==> src/design/polygon_line_split_area_balance_macros.svh <==
// Assertion helpers shared by the design files.
`ifndef POLYGON_LINE_SPLIT_AREA_BALANCE_MACROS_SVH
`define POLYGON_LINE_SPLIT_AREA_BALANCE_MACROS_SVH

// same-cycle implication
`define PLSAB_ASSERT_IMP(label, clk, rst_n, ante, cons) \
	label: assert property (@(posedge clk) disable iff (!rst_n) (ante) |-> (cons)) \
		else $error("assertion failed");

// next-cycle implication
`define PLSAB_ASSERT_NEXT(label, clk, rst_n, ante, cons) \
	label: assert property (@(posedge clk) disable iff (!rst_n) (ante) |=> (cons)) \
		else $error("assertion failed");

`endif

==> src/design/plsab_pkg.sv <==
package plsab_pkg;

	localparam int FRAC_BITS    = 16;
	localparam int MAX_VERTICES = 16;

	localparam int COORD_W = 8;
	localparam int PT_W    = COORD_W + FRAC_BITS;
	localparam int PROD_W  = 2 * PT_W;
	localparam int SUM_W   = PROD_W + 12;
	localparam int TOT_W   = SUM_W + 1;
	localparam int CNT_W   = $clog2(MAX_VERTICES + 2);
	localparam int MP_W    = 18;
	localparam int NUM_W   = 19;
	localparam int DEN_W   = 18;
	localparam int BLEND_W = 26;
	localparam int DVD_W   = (BLEND_W + FRAC_BITS > 48) ? BLEND_W + FRAC_BITS : 48;
	localparam int DSR_W   = 32;
	localparam int DEV_W   = 14;

	localparam logic [DEV_W-1:0] DEV_MAX  = DEV_W'(12800);
	localparam logic [14:0]      PCT_FULL = 15'd25600;

	typedef enum logic [5:0] {
		OP_NOP,
		OP_CAPTURE,
		OP_LATCH,
		OP_SAT,
		OP_CLASS,
		OP_TGT_CUR,
		OP_TGT_FIRST,
		OP_EMUL,
		OP_EDIFF,
		OP_ENORM,
		OP_BMUL_X,
		OP_BDIV_X,
		OP_ISX,
		OP_BMUL_Y,
		OP_BDIV_Y,
		OP_ISY,
		OP_PT_IS0,
		OP_PT_IS1,
		OP_PT_CUR,
		OP_PT_CL0,
		OP_PT_CL1,
		OP_PMUL,
		OP_PDIF,
		OP_PACC,
		OP_ADV,
		OP_ABS,
		OP_TOT,
		OP_SHIFT,
		OP_PCTMUL,
		OP_PCTDIV,
		OP_RES_PCT,
		OP_RES_DEG,
		OP_EMIT
	} op_t;

	typedef struct packed {
		op_t op;
	} cmd_t;

	typedef struct packed {
		logic cnt_zero;
		logic cnt_lt_max;
		logic cnt_valid;
		logic cside_ne;
		logic fside_ne;
		logic last;
		logic t_big;
		logic t_zero;
		logic div_busy;
	} stat_t;

	// 1 = above the line; vertical or coincident line uses x < x1
	function automatic logic side_of(input logic [COORD_W-1:0] x1, input logic [COORD_W-1:0] y1,
		input logic [COORD_W-1:0] x2, input logic [COORD_W-1:0] y2,
		input logic [COORD_W-1:0] vx, input logic [COORD_W-1:0] vy);
		logic signed [COORD_W:0]   dx;
		logic signed [COORD_W:0]   dy;
		logic signed [COORD_W:0]   rx;
		logic signed [COORD_W:0]   ry;
		logic signed [NUM_W-1:0]   c;
		logic                      s;
		dx = $signed({1'b0, x2}) - $signed({1'b0, x1});
		dy = $signed({1'b0, y2}) - $signed({1'b0, y1});
		rx = $signed({1'b0, vx}) - $signed({1'b0, x1});
		ry = $signed({1'b0, vy}) - $signed({1'b0, y1});
		c  = NUM_W'(dy) * NUM_W'(rx) - NUM_W'(ry) * NUM_W'(dx);
		if (dx == '0) begin
			s = (vx < x1);
		end else if (!dx[COORD_W]) begin
			s = (c > 0);
		end else begin
			s = (c < 0);
		end
		return s;
	endfunction

endpackage

==> src/design/plsab_ctrl.sv <==
`include "polygon_line_split_area_balance_macros.svh"

module plsab_ctrl (
	input  logic             clk,
	input  logic             arst_n,
	input  logic             vtx_valid,
	output logic             vtx_stall,
	output logic             res_valid,
	input  logic             res_stall,
	input  plsab_pkg::stat_t stat,
	output plsab_pkg::cmd_t  cmd
);
	import plsab_pkg::*;

	typedef enum logic [4:0] {
		S_IDLE, S_START, S_CLASS, S_BRANCH,
		S_E1, S_E2, S_E3, S_BX, S_DX, S_WX, S_BY, S_DY, S_WY,
		S_PSEL, S_PMUL, S_PDIF, S_PACC, S_ADV, S_CHKLAST,
		S_ABS, S_TOT, S_NORM, S_PCTM, S_PCTD, S_PCTW, S_RES
	} state_t;

	typedef enum logic [2:0] {J_IS0, J_IS1, J_VTX, J_CL0, J_CL1} job_t;

	state_t state_q, state_d;
	job_t   job_q, job_d;
	logic   closing_q, closing_d;
	logic   res_valid_q, res_valid_d;
	op_t    op;

	always_comb begin
		state_d     = state_q;
		job_d       = job_q;
		closing_d   = closing_q;
		res_valid_d = res_valid_q && res_stall;
		op          = OP_NOP;
		unique case (state_q)
			S_IDLE: begin
				if (vtx_valid) begin
					op      = OP_CAPTURE;
					state_d = S_START;
				end
			end
			S_START: begin
				if (stat.cnt_zero) begin
					op      = OP_LATCH;
					state_d = S_CLASS;
				end else if (stat.cnt_lt_max) begin
					state_d = S_CLASS;
				end else begin
					op      = OP_SAT;
					state_d = S_CHKLAST;
				end
			end
			S_CLASS: begin
				op      = OP_CLASS;
				state_d = S_BRANCH;
			end
			S_BRANCH: begin
				if (!stat.cnt_zero && stat.cside_ne) begin
					op        = OP_TGT_CUR;
					closing_d = 1'b0;
					state_d   = S_E1;
				end else begin
					job_d   = J_VTX;
					state_d = S_PSEL;
				end
			end
			S_E1: begin op = OP_EMUL;    state_d = S_E2; end
			S_E2: begin op = OP_EDIFF;   state_d = S_E3; end
			S_E3: begin op = OP_ENORM;   state_d = S_BX; end
			S_BX: begin op = OP_BMUL_X;  state_d = S_DX; end
			S_DX: begin op = OP_BDIV_X;  state_d = S_WX; end
			S_WX: begin
				if (!stat.div_busy) begin
					op      = OP_ISX;
					state_d = S_BY;
				end
			end
			S_BY: begin op = OP_BMUL_Y;  state_d = S_DY; end
			S_DY: begin op = OP_BDIV_Y;  state_d = S_WY; end
			S_WY: begin
				if (!stat.div_busy) begin
					op      = OP_ISY;
					job_d   = J_IS0;
					state_d = S_PSEL;
				end
			end
			S_PSEL: begin
				unique case (job_q)
					J_IS0:   op = OP_PT_IS0;
					J_IS1:   op = OP_PT_IS1;
					J_VTX:   op = OP_PT_CUR;
					J_CL0:   op = OP_PT_CL0;
					default: op = OP_PT_CL1;
				endcase
				state_d = S_PMUL;
			end
			S_PMUL: begin op = OP_PMUL; state_d = S_PDIF; end
			S_PDIF: begin op = OP_PDIF; state_d = S_PACC; end
			S_PACC: begin
				op      = OP_PACC;
				state_d = S_PSEL;
				unique case (job_q)
					J_IS0:   job_d = J_IS1;
					J_IS1:   job_d = closing_q ? J_CL0 : J_VTX;
					J_VTX:   state_d = S_ADV;
					J_CL0:   job_d = J_CL1;
					default: state_d = S_ABS;
				endcase
			end
			S_ADV: begin op = OP_ADV; state_d = S_CHKLAST; end
			S_CHKLAST: begin
				if (!stat.last) begin
					state_d = S_IDLE;
				end else if (!stat.cnt_valid) begin
					op      = OP_RES_DEG;
					state_d = S_RES;
				end else if (stat.fside_ne) begin
					op        = OP_TGT_FIRST;
					closing_d = 1'b1;
					state_d   = S_E1;
				end else begin
					closing_d = 1'b1;
					job_d     = J_CL0;
					state_d   = S_PSEL;
				end
			end
			S_ABS: begin op = OP_ABS; state_d = S_TOT; end
			S_TOT: begin op = OP_TOT; state_d = S_NORM; end
			S_NORM: begin
				if (stat.t_big) begin
					op = OP_SHIFT;
				end else if (stat.t_zero) begin
					op      = OP_RES_DEG;
					state_d = S_RES;
				end else begin
					state_d = S_PCTM;
				end
			end
			S_PCTM: begin op = OP_PCTMUL; state_d = S_PCTD; end
			S_PCTD: begin op = OP_PCTDIV; state_d = S_PCTW; end
			S_PCTW: begin
				if (!stat.div_busy) begin
					op      = OP_RES_PCT;
					state_d = S_RES;
				end
			end
			S_RES: begin
				if (!(res_valid_q && res_stall)) begin
					op          = OP_EMIT;
					res_valid_d = 1'b1;
					state_d     = S_IDLE;
				end
			end
			default: begin
				state_d = S_IDLE;
			end
		endcase
	end

	always_ff @(posedge clk or negedge arst_n) begin
		if (!arst_n) begin
			state_q     <= S_IDLE;
			job_q       <= J_VTX;
			closing_q   <= 1'b0;
			res_valid_q <= 1'b0;
		end else begin
			state_q     <= state_d;
			job_q       <= job_d;
			closing_q   <= closing_d;
			res_valid_q <= res_valid_d;
		end
	end

	assign vtx_stall = (state_q != S_IDLE);
	assign res_valid = res_valid_q;
	assign cmd.op    = op;

	`PLSAB_ASSERT_NEXT(a_accept_starts, clk, arst_n, vtx_valid && !vtx_stall,
		state_q == S_START)
	`PLSAB_ASSERT_IMP(a_word_from_res, clk, arst_n, $rose(res_valid_q),
		$past(state_q) == S_RES)
	`PLSAB_ASSERT_IMP(a_wait_busy, clk, arst_n,
		state_q == S_WX || state_q == S_WY || state_q == S_PCTW,
		$past(state_q) != S_IDLE)
endmodule

==> config.mk <==
export PLATFORM = sky130hd
export DESIGN_NAME = plsab_ctrl
export DESIGN_NICKNAME = d
export VERILOG_FILES = /design/src/design/plsab_pkg.sv /design/src/design/plsab_ctrl.sv
export VERILOG_INCLUDE_DIRS = /design/src /design/src/design
export SDC_FILE = /design/constraint.sdc
export NUM_CORES = 1
export LEC_CHECK = 0
export BUFFER_PORTS_ARGS = -buffer_cell sky130_fd_sc_hd__buf_2
export CAP_MARGIN = 15
export CORE_MARGIN = 2
export CORE_UTILIZATION = 40
export DETAILED_ROUTE_END_ITERATION = 12
export PLACE_DENSITY = 0.6
export SYNTH_ARGS = -nofsm -noshare
export SYNTH_HDL_FRONTEND = slang
export SYNTH_SLANG_ARGS = --single-unit
==> constraint.sdc <==
create_clock -name clk -period 3.29 [get_ports clk]
set_clock_uncertainty 0.1 [all_clocks]
set_input_delay 0.658 -clock clk [delete_from_list [all_inputs] [get_ports clk]]
set_output_delay 0.658 -clock clk [all_outputs]
set_load 0.005 [all_outputs]
; ---- Word-level counts from Yosys, hierarchy flattened
; Cells that the tools add are included.
[word_totals]
ff_bits = 10
inputBits = 13
out_inout_bits = 8
wordCells = 99
[op_classes]
n_eq_ne = 40
n_mux = 43
n_reduce_logical = 12
[op_table]
columns = operator, count
row1 = $pmux 6 s26, 1
row2 = $pmux 5 s26, 1
row3 = $mux 5, 15
row4 = $eq 5x5->1 const B, 10
row5 = $eq 5x4->1 const B, 8
row6 = $pmux 3 s4, 2
row7 = $ne 2x2->1 const B, 11
row8 = $mux 3, 7
row9 = $eq 5x3->1 const B, 4
row10 = $mux 4, 5
row11 = $eq 5x2->1 const B, 2
row12 = $pmux 5 s2, 1
row13 = $pmux 3 s3, 1
row14 = $reduce_and 7->1, 1
row15 = $eq 3x2->1 const B, 2
row16 = $mux 1, 6
row17 = $mux 6, 1
row18 = $reduce_and 6->1, 1
row19 = $eq 5x1->1 const B, 1
row20 = $logic_not 5->1, 1
row21 = $reduce_bool 5->1, 1
row22 = $mux 2, 2
row23 = $ne 4x4->1 const B, 1
row24 = $reduce_and 4->1, 1
row25 = 8 further kinds, 9

; ---- Longest topological paths before layout
[logic_depth]
word_depth = 4
mapped_depth = 8
mapped_depth_nobuf = 5

; ---- Least setup slack after synthesis
; Ideal clock, no wire load.
[synth_path]
path_kind = input -> output
start = input stat[0] (netlist name)
end = output cmd[4] (netlist name)
arrival_time_ns = 1.503
required_time_ns = 2.532
slack_ns = 1.029
path_stages = 6
n_path_buf = 1
path_cell_list = buf_2 > nor2_1 > a21oi_1 > o32ai_1 > a311oi_1 > o311ai_0
[synth_lines]
columns = item, line
row1 = from (decl), plsab_ctrl.sv:10  ; input plsab_pkg::stat_t stat,
row2 = to (decl), plsab_ctrl.sv:11  ; output plsab_pkg::cmd_t cmd

==> impl_metrics.py <==
metrics = {
    "placed_design": {
        "gp_congestion": 0.9288,
        "placed_area_sq_mm": 0.001479,
        "placed_cells": 240,
        "dpl.hpwl_microns": 3194,
        "port_buffers": 20,
    },
    "synthesis": {
        "syn_area_sq_mm": 0.001378,
        "synth_top_family_by_area": "simple AND/OR/NAND/NOR gates",
        "synth_edf_count": 0,
        "synthSimpleGateAreaFrac_pct": 35.24,
        "synth_cell_type_count": 61,
        "synth-compound-area-share_pct": 33.42,
        "synthArstFlopShare_pct": 100.0,
        "synth_xor_area_share_pct": 0.6358,
        "synth_seq_area_share_pct": 18.26,
        "synth_warnings": 0,
        "ys_seq_elements": 10,
        "syn_inst": 182,
        "ys.flop_type": "dfrtp_1",
        "synthAdderAreaFrac_pct": 0,
        "synthTopCellsByArea": "dfrtp_1 (16%), nand2_1 (5.2%), nor2_1 (4.6%), nor2b_1 (4.5%), buf_6 (4.1%)",
        "yosysTopAreaCell": "dfrtp_1",
        "synth_top_area_share_pct": 16.35,
        "avgSynthCellArea_sq_um": 7.569,
        "synth_mux_area_share_pct": 3.451,
        "synth.net_count": 195,
    },
    "clock_tree": {
        "post_cts_buffers": 0,
        "clockBufferDepth": 2,
        "clk_pin_slew_worst_paths_ns": 0.07,
        "cts-hold-fix-buffers": 0,
        "cts.sinks": 10,
        "clock-root-buffer": "clkbuf_4",
        "htreeDepth": 1,
        "ctsResizeCount": 0,
        "cts_tree": "done",
        "clock_latency_ns": 0.27,
        "cts_buffers": 3,
    },
    "global_route": {
        "overflow": 0,
        "grt_pass1_vias": 1470,
        "grt_max_degree": 23,
        "track_usage_pct": 21.23,
        "antenna_found_initial": 0,
        "grt_pass1_wl_microns": 6706,
    },
    "worst_setup_path": {
        "worst_ep_arrival_time_ns": 2.33,
        "crit_fanout": 22,
        "start_kind": "flop",
        "crit_type": "reg -> out",
        "cp.required_ns": 2.53,
        "crit_path_end_kind": "output pin",
    },
    "detailed_routing": {
        "drcViolationCount": 0,
        "drt_iter0_markers": 131,
        "antenna_left": 0,
        "post_drt_wl_per_cell_microns": 17.17,
        "vias_per_cell": 6.328,
        "dr.pass1.iters": 4,
        "wl_microns": 4190,
        "vias": 1544,
    },
    "layout": {
        "layout_common_cells": "buf_2 (20), nand2_1 (19), nor2_1 (17)",
        "syn2layout_area_growth_pct": 9.991,
        "finish.utilization_pct": 45.77,
        "final_nets": 212,
        "fillers": 368,
        "antenna_cells": 0,
        "final_area_sq_mm": 0.001515,
        "drive_gt1_share_pct": 24.24,
        "finalNonFillerCells": 244,
        "mostFrequentLayoutCell": "buf_2",
    },
    "power_and_ir_drop": {
        "powerDensity_mw_per_mm2": 895.5,
        "internal_power_uw": 642.8,
        "p_seq_share_pct": 24.4,
        "power.ir.vdd_worst_mv": 0.4403,
        "switching_power_uw": 714.1,
        "pwr-share-clk_pct": 8.2,
        "pwr-share-comb_pct": 67.4,
        "p_leak_uw": 0.0005834,
        "sw_frac_of_total_pct": 52.63,
    },
    "die": {
        "dieWidth_microns": 62.69,
        "pin_count": 21,
        "rows": 21,
        "die_height_microns": 62.69,
        "initial_core_util_pct": 41.61,
        "core_region_area_sq_mm": 0.003311,
        "die_area_sq_mm": 0.003929,
    },
    "timing": {
        "max_slew_margin_pct": 49.55,
        "setup_viol": 0,
        "hold_viol_final": 0,
        "drv_slew": 0,
        "tns_ns": 0,
        "rsz0062_at_grt": "no",
        "post-route-period-util_pct": 93.82,
        "min_period_ns": 3.087,
        "tightest_slew_ns": 0.7567,
        "fmax_mhz": 324.0,
        "whs_ns": 0.1351,
    },
    "hold_path": {
        "hp-class": "in -> async",
    },
    "flow_run": {
        "cap_violations": 0,
    },
    "status": {
        "status": "complete, no violations",
    },
}
sequential cells by signal, indices dropped and copies added, names as in the netlist:
| name | flops |
|---|---|
| res_valid | 1 |
| closing_q | 1 |
| state_q | 5 |
| job_q | 3 |
path summary, 6_finish.rpt:
check	to	depth (start not counted)	from	slack, ns
min	state_q[0]	1	arst_n	0.14
min in group clk	closing_q	1	closing_q	0.41
max	cmd[4]	6	state_q[2]	0.20
min reg2reg	closing_q	1	closing_q	0.41
max in group asynchronous	job_q[1]	1	arst_n	2.70
max reg2reg	state_q[2]	5	state_q[0]	0.92
worst max-delay path, cell delays in order (launching register included):
cell and delay [ns]:
dfrtp_1 0.66, and2_1 0.35, nand4b_1 0.18, nand2_1 0.13, a311oi_1 0.38, o311ai_0 0.19, buf_2 0.16
cell usage after synthesis (2+ instances only):
library cell / number
nand2_1: 19
nor2_1: 17
a21oi_1: 10
nor2b_1: 10
o21ai_0: 10
dfrtp_1: 9
nand3_1: 8
nand2b_1: 7
buf_2: 6
nand4_1: 6
o211ai_1: 6
buf_6: 5
a31oi_1: 3
inv_1: 3
o21bai_1: 3
a211oi_1: 2
a22o_1: 2
a22oi_1: 2
a32oi_1: 2
and2_1: 2
buf_4: 2
mux2_2: 2
nand3b_1: 2
nor2_2: 2
nor3_1: 2
nor3_2: 2
o22ai_1: 2
o31a_1: 2
o32ai_1: 2
area by class of cell:
cell class,count,area [sq um],area share [%]
Multi-Input combinational cell,153,1002,66.14
Tap cell,46,57.56,3.799
Inverter,4,15.01,0.9909
Clock buffer,4,36.28,2.395
Sequential cell,10,251.5,16.60
Timing Repair Buffer,27,152.6,10.07
metrics by stage:
step	total power (uW)	worst slack, ns
finish	1357	0.2035
global route	1456	0.03292
CTS	1341	0.2443
detailed placement	1225	0.5385
global placement	1217	0.5645
floorplan	1015	1.029
power by group through the flow:
stage | registers, uW | clock network [uW] | logic (uW)
after floorplan | 204 | 0 | 811
after global placement | 327 | 0 | 890
after detailed placement | 329 | 0 | 897
after CTS | 326 | 114 | 901
after global routing | 342 | 123 | 992
final | 331 | 111 | 915
metal layers:
metal	global-route usage (%)	wire [microns]	vias to the layer above	share of wire (%)
met5	0	0	-	0
met4	8.056	104	0	2.5
met3	5.225	403	13	9.6
met2	34.27	1986	89	47
met1	27.31	1697	721	41
li1	-	-	721	-
cell families (layout without fill, tap and decap cells):
| group | after synthesis | after routing |
|---|---|---|
| AO/OA/AOI/OAI | 62 | 62 |
| multiplexers | 4 | 4 |
| buffers and inverters | 19 | 35 |
| AND/OR/NAND/NOR | 86 | 86 |
| flip-flops | 10 | 10 |
| XOR/XNOR | 1 | 1 |
Note: power is estimated with default switching activity, not from simulation.
